==> src/hw/rtl/pose_tracker_gain_update_assert.svh <==
// assertion helpers for the pose tracker
`ifndef POSE_TRACKER_GAIN_UPDATE_ASSERT_SVH
`define POSE_TRACKER_GAIN_UPDATE_ASSERT_SVH

// same-cycle implication
`define PTGU_ASSERT_IMP(lbl, clk, rst_n, ante, cons, msg) \
    lbl: assert property (@(posedge clk) disable iff (!rst_n) (ante) |-> (cons)) \
        else $error(msg);

// next-cycle implication
`define PTGU_ASSERT_NXT(lbl, clk, rst_n, ante, cons, msg) \
    lbl: assert property (@(posedge clk) disable iff (!rst_n) (ante) |=> (cons)) \
        else $error(msg);

`endif

==> src/hw/rtl/ptgu_pkg.sv <==
`timescale 1ns / 1ps
package ptgu_pkg;

    localparam logic [31:0] VAR_RESET = 32'd42949673;

    // negated hamilton terms, bit index is component * 4 + term
    localparam logic [15:0] HAM_NEG = 16'h428E;

    typedef enum logic [1:0] {
        FUNC_INIT    = 2'd0,
        FUNC_PREDICT = 2'd1,
        FUNC_UPDATE  = 2'd2,
        FUNC_RENORM  = 2'd3
    } t_func;

    typedef struct packed {
        logic issue;
        logic clr;
        logic neg;
    } t_mac_ctl;

    function automatic logic signed [31:0] sat32(input logic signed [67:0] v);
        logic signed [31:0] r;
        if (v > 68'sd2147483647) begin
            r = 32'sh7FFFFFFF;
        end else if (v < -68'sd2147483648) begin
            r = 32'sh80000000;
        end else begin
            r = v[31:0];
        end
        return r;
    endfunction

endpackage

==> src/hw/rtl/ptgu_mac.sv <==
`timescale 1ns / 1ps
module ptgu_mac (
    input  logic                 i_clk,
    input  logic                 i_rst_n,
    input  ptgu_pkg::t_mac_ctl   i_ctl,
    input  logic signed [32:0]   i_op_a,
    input  logic signed [32:0]   i_op_b,
    output logic signed [67:0]   o_acc
);
    import ptgu_pkg::*;

    t_mac_ctl           r_ctl;
    logic signed [65:0] r_prod;
    logic signed [67:0] r_acc;
    logic signed [67:0] n_acc;

    // product registered, accumulated into r_acc in the following cycle
    always_comb begin
        n_acc = r_ctl.clr ? 68'sd0 : r_acc;
        if (r_ctl.neg) begin
            n_acc = n_acc - 68'(r_prod);
        end else begin
            n_acc = n_acc + 68'(r_prod);
        end
    end

    always_ff @(posedge i_clk) begin
        if (!i_rst_n) begin
            r_ctl <= '0;
        end else begin
            r_ctl <= i_ctl;
        end
        r_prod <= i_op_a * i_op_b;
        if (r_ctl.issue) begin
            r_acc <= n_acc;
        end
    end

    assign o_acc = r_acc;

endmodule

==> config.mk <==
export PLATFORM = sky130hd
export DESIGN_NAME = ptgu_mac
export DESIGN_NICKNAME = d
export VERILOG_FILES = /design/src/hw/rtl/pose_tracker_gain_update_assert.svh /design/src/hw/rtl/ptgu_pkg.sv /design/src/hw/rtl/ptgu_mac.sv
export SDC_FILE = /design/constraint.sdc
export NUM_CORES = 2
export LEC_CHECK = 0
export BUFFER_PORTS_ARGS = -buffer_cell sky130_fd_sc_hd__buf_2
export CORE_ASPECT_RATIO = 0.8
export CORE_UTILIZATION = 33
export CTS_CLUSTER_DIAMETER = 60
export DETAILED_ROUTE_END_ITERATION = 8
export GPL_TIMING_DRIVEN = 0
export PLACE_DENSITY_LB_ADDON = 0.08
export SLEW_MARGIN = 20
export SYNTH_ARGS = -nofsm -noshare
export SYNTH_HDL_FRONTEND = slang
export SYNTH_SLANG_ARGS = --single-unit
==> constraint.sdc <==
create_clock -name i_clk -period 17.2 [get_ports i_clk]
set_input_delay 0.86 -clock i_clk [delete_from_list [all_inputs] [get_ports i_clk]]
set_output_delay 0.86 -clock i_clk [all_outputs]
set_load 0.01 [all_outputs]
==> impl_metrics.ini <==
[drt]
wl_per_cell_um = 26.57
antenna_left = 0
drc = 0
route.vias.total = 36341
via_per_inst = 4.993
first_pass_iters = 6
drt_iter0_markers = 3223
wirelength_um = 193400

[hold_path]
hp-class = input port to flop
hold_start = i_ctl[1]

[clock_network]
numCtsBuffers = 17
cts-resized-gates = 0
root_buffer = clkbuf_16
cts_htree_levels = 4
post-cts-setup-buffers = 0
hold_buffers = 0
clkTransAtPathRegs_ns = 0.07
numClockSinks = 137
cts_tree = done
clkLatencyLatePin_ns = 0.45
clockBufferDepth = 2

[setup_path]
worst-r2r-cell-count = 18
path_class = input port to flop
arrival_ns = 11.14
slowest_stage = clkbuf_1
reg2reg_slack_ns = 10.39
crit_path_end_kind = flop
r2r_start = r_prod[31]$_DFF_P_
slowest_delay_ns = 0.87
r2r_end = o_acc[64]$_DFFE_PP_
required_ns = 17.50
crit_top_cell = fa_1
cp-start-kind = input port
cp_max_fo = 10
crit_end = r_prod[65]$_DFF_P_
startpoint = i_op_b[6]

[global_route]
grt_overflow = 0
grt_pass1_vias = 38670
antenna_found_initial = 49
grt_max_degree = 42
track_usage_pct = 26.98
grt_pass1_wl_um = 278700

[die]
rows = 124
start_util_pct = 33.37
chipWidth_um = 427.7
die_area_um2 = 146500
ios = 139
core_area_um2 = 143400
fp.dieH_um = 342.6

[synthesis]
synth.distinct_cells = 71
synthCells = 5200
synthFlopType = dfxtp_1
yosys.area.top_type = fa_1
yosysTopAreaCellShare_pct = 47.96
ys_seq_area_share_pct = 7.156
synth_nets = 6702
synth_seq_cells = 137
synth_edf_count = 68
syn_area_per_cell_um2 = 9.200
postSynth.asyncResetShare_pct = 0
ys_top_cells_by_area = fa_1, inv_1, ha_1, and2_1, nand2_1
yosysWarnings = 0
synth_area_um2 = 47840

[job]
cap_violations = 0

[placed_design]
gp_congestion = 0.9853
port-buffer-count = 138
hpwl_um = 163400

[layout]
drive_above_1_share_pct = 4.392
syn_to_final_growth_pct = 8.034
nFillCells = 15087
fin_nets = 6862

[timing]
period_needed_ns = 10.84
fin_worst_skew_ns = 0.01248
tightest_slew_ns = 1.328
finalSetupTns_ns = 0
drv_slew = 0
fmax_mhz = 92.27
finalCritPeriodShare_pct = 63.01
grt_setup_unrepaired = false
setup_viol = 0
hold_viol = 0
slew_headroom_pct = 11.43

[run_status]
status = completed
## flip-flops by register name, summed over array words and instances (netlist names)
register	count
r_prod	66
o_acc	68
r_ctl	3
## synth_stat cells (27+ instances only)
cell type	instances
xnor2_1	153
edfxtp_1	68
o21bai_1	30
nor3_1	40
nor2b_1	74
dfxtp_1	69
a31oi_1	27
a21oi_1	177
nand3_1	28
clkbuf_1	251
nand4_1	27
and2_1	554
nand2_1	606
ha_1	285
nor2_1	131
o21ai_0	70
xor2_1	43
inv_1	1146
fa_1	1146
a21o_1	62
## kinds of logic (layout without fill, tap and decap cells)
group,Yosys count,in the layout,share of synthesized area [%]
flops,137,137,7.156
other cells,0,16,0
xor+xnor,197,197,3.646
fa+ha+maj,1431,1431,55.41
buf+inv,1402,1575,11.00
simple gates,1551,1551,16.40
mux,5,5,0.1072
compound gates,477,477,6.282
## through the flow
step / util (%) / worst slack [ns] / area (um^2) / std cells / hold slack [ns]
after global routing: 36.03 / 6.189 / 51650 / 7264 / 0.6050
after CTS: 36.01 / 6.657 / 51620 / 7262 / 0.5933
after floorplan: - / 8.754 / 47840 / 5200 / 0.6486
after detailed placement: 35.58 / 6.215 / 51010 / 7230 / 0.7138
after global placement: 35.50 / 5.752 / 50900 / 7228 / 0.7351
final: 36.05 / 6.362 / 51680 / 7279 / 0.6145
## area by class of cell
| type | count | area, um^2 | area share [%] |
|---|---|---|---|
| clock buffers | 21 | 514.2 | 0.9950 |
| well taps | 1890 | 2365 | 4.576 |
| multi-input cells | 3661 | 39190 | 75.82 |
| plain buffers | 255 | 997.2 | 1.929 |
| flip-flops and latches | 137 | 3427 | 6.631 |
| clock inverters | 11 | 92.59 | 0.1791 |
| repair buffers | 141 | 753.2 | 1.457 |
| inverters | 1147 | 4305 | 8.330 |
| diodes | 16 | 40.04 | 0.07747 |
## layer usage
| metal | track usage [%] | vias up | wire, um |
|---|---|---|---|
| li1 | - | 15839 | - |
| met1 | 38.81 | 18922 | 87120 |
| met2 | 41.66 | 1381 | 85020 |
| met3 | 5.363 | 189 | 16220 |
| met4 | 6.235 | 10 | 4983 |
| met5 | 0 | - | 61 |
## worst max-delay path: cells and delay by family
family,cells,cell delay [ns]
AO/OA/AOI/OAI,5,1.64
XOR/XNOR,1,0.38
buffers and inverters,9,2.43
AND/OR/NAND/NOR,4,1.38
adder cells (fa/ha/maj),9,4.39
## worst min-delay path by stage
stage / to / cells past startpoint
4_1_cts: r_ctl[1]$_SDFF_PN0_ / 2
3_3_place_gp: o_acc[0]$_DFFE_PP_ / 2
3_5_place_dp: o_acc[38]$_DFFE_PP_ / 0
5_1_grt: r_ctl[1]$_SDFF_PN0_ / 2
6_report: r_ctl[1]$_SDFF_PN0_ / 2
2_1_floorplan: o_acc[0]$_DFFE_PP_ / 2
## layout by cell type (no fill, tap or decap), types with 31 or more instances in the layout
cell,instances
buf_2,139
and2_1,554
nor3_1,40
nand2_1,606
dfxtp_1,68
fa_1,1145
xor2_1,43
clkbuf_2,31
a21o_1,62
ha_1,285
inv_1,1146
nor2_1,131
edfxtp_1,68
a21oi_1,177
clkbuf_1,220
nor2b_1,74
xnor2_1,153
o21ai_0,70
Power is not shown: default switching activity piles up to over one toggle a cycle in this logic, so the estimate is an artifact.
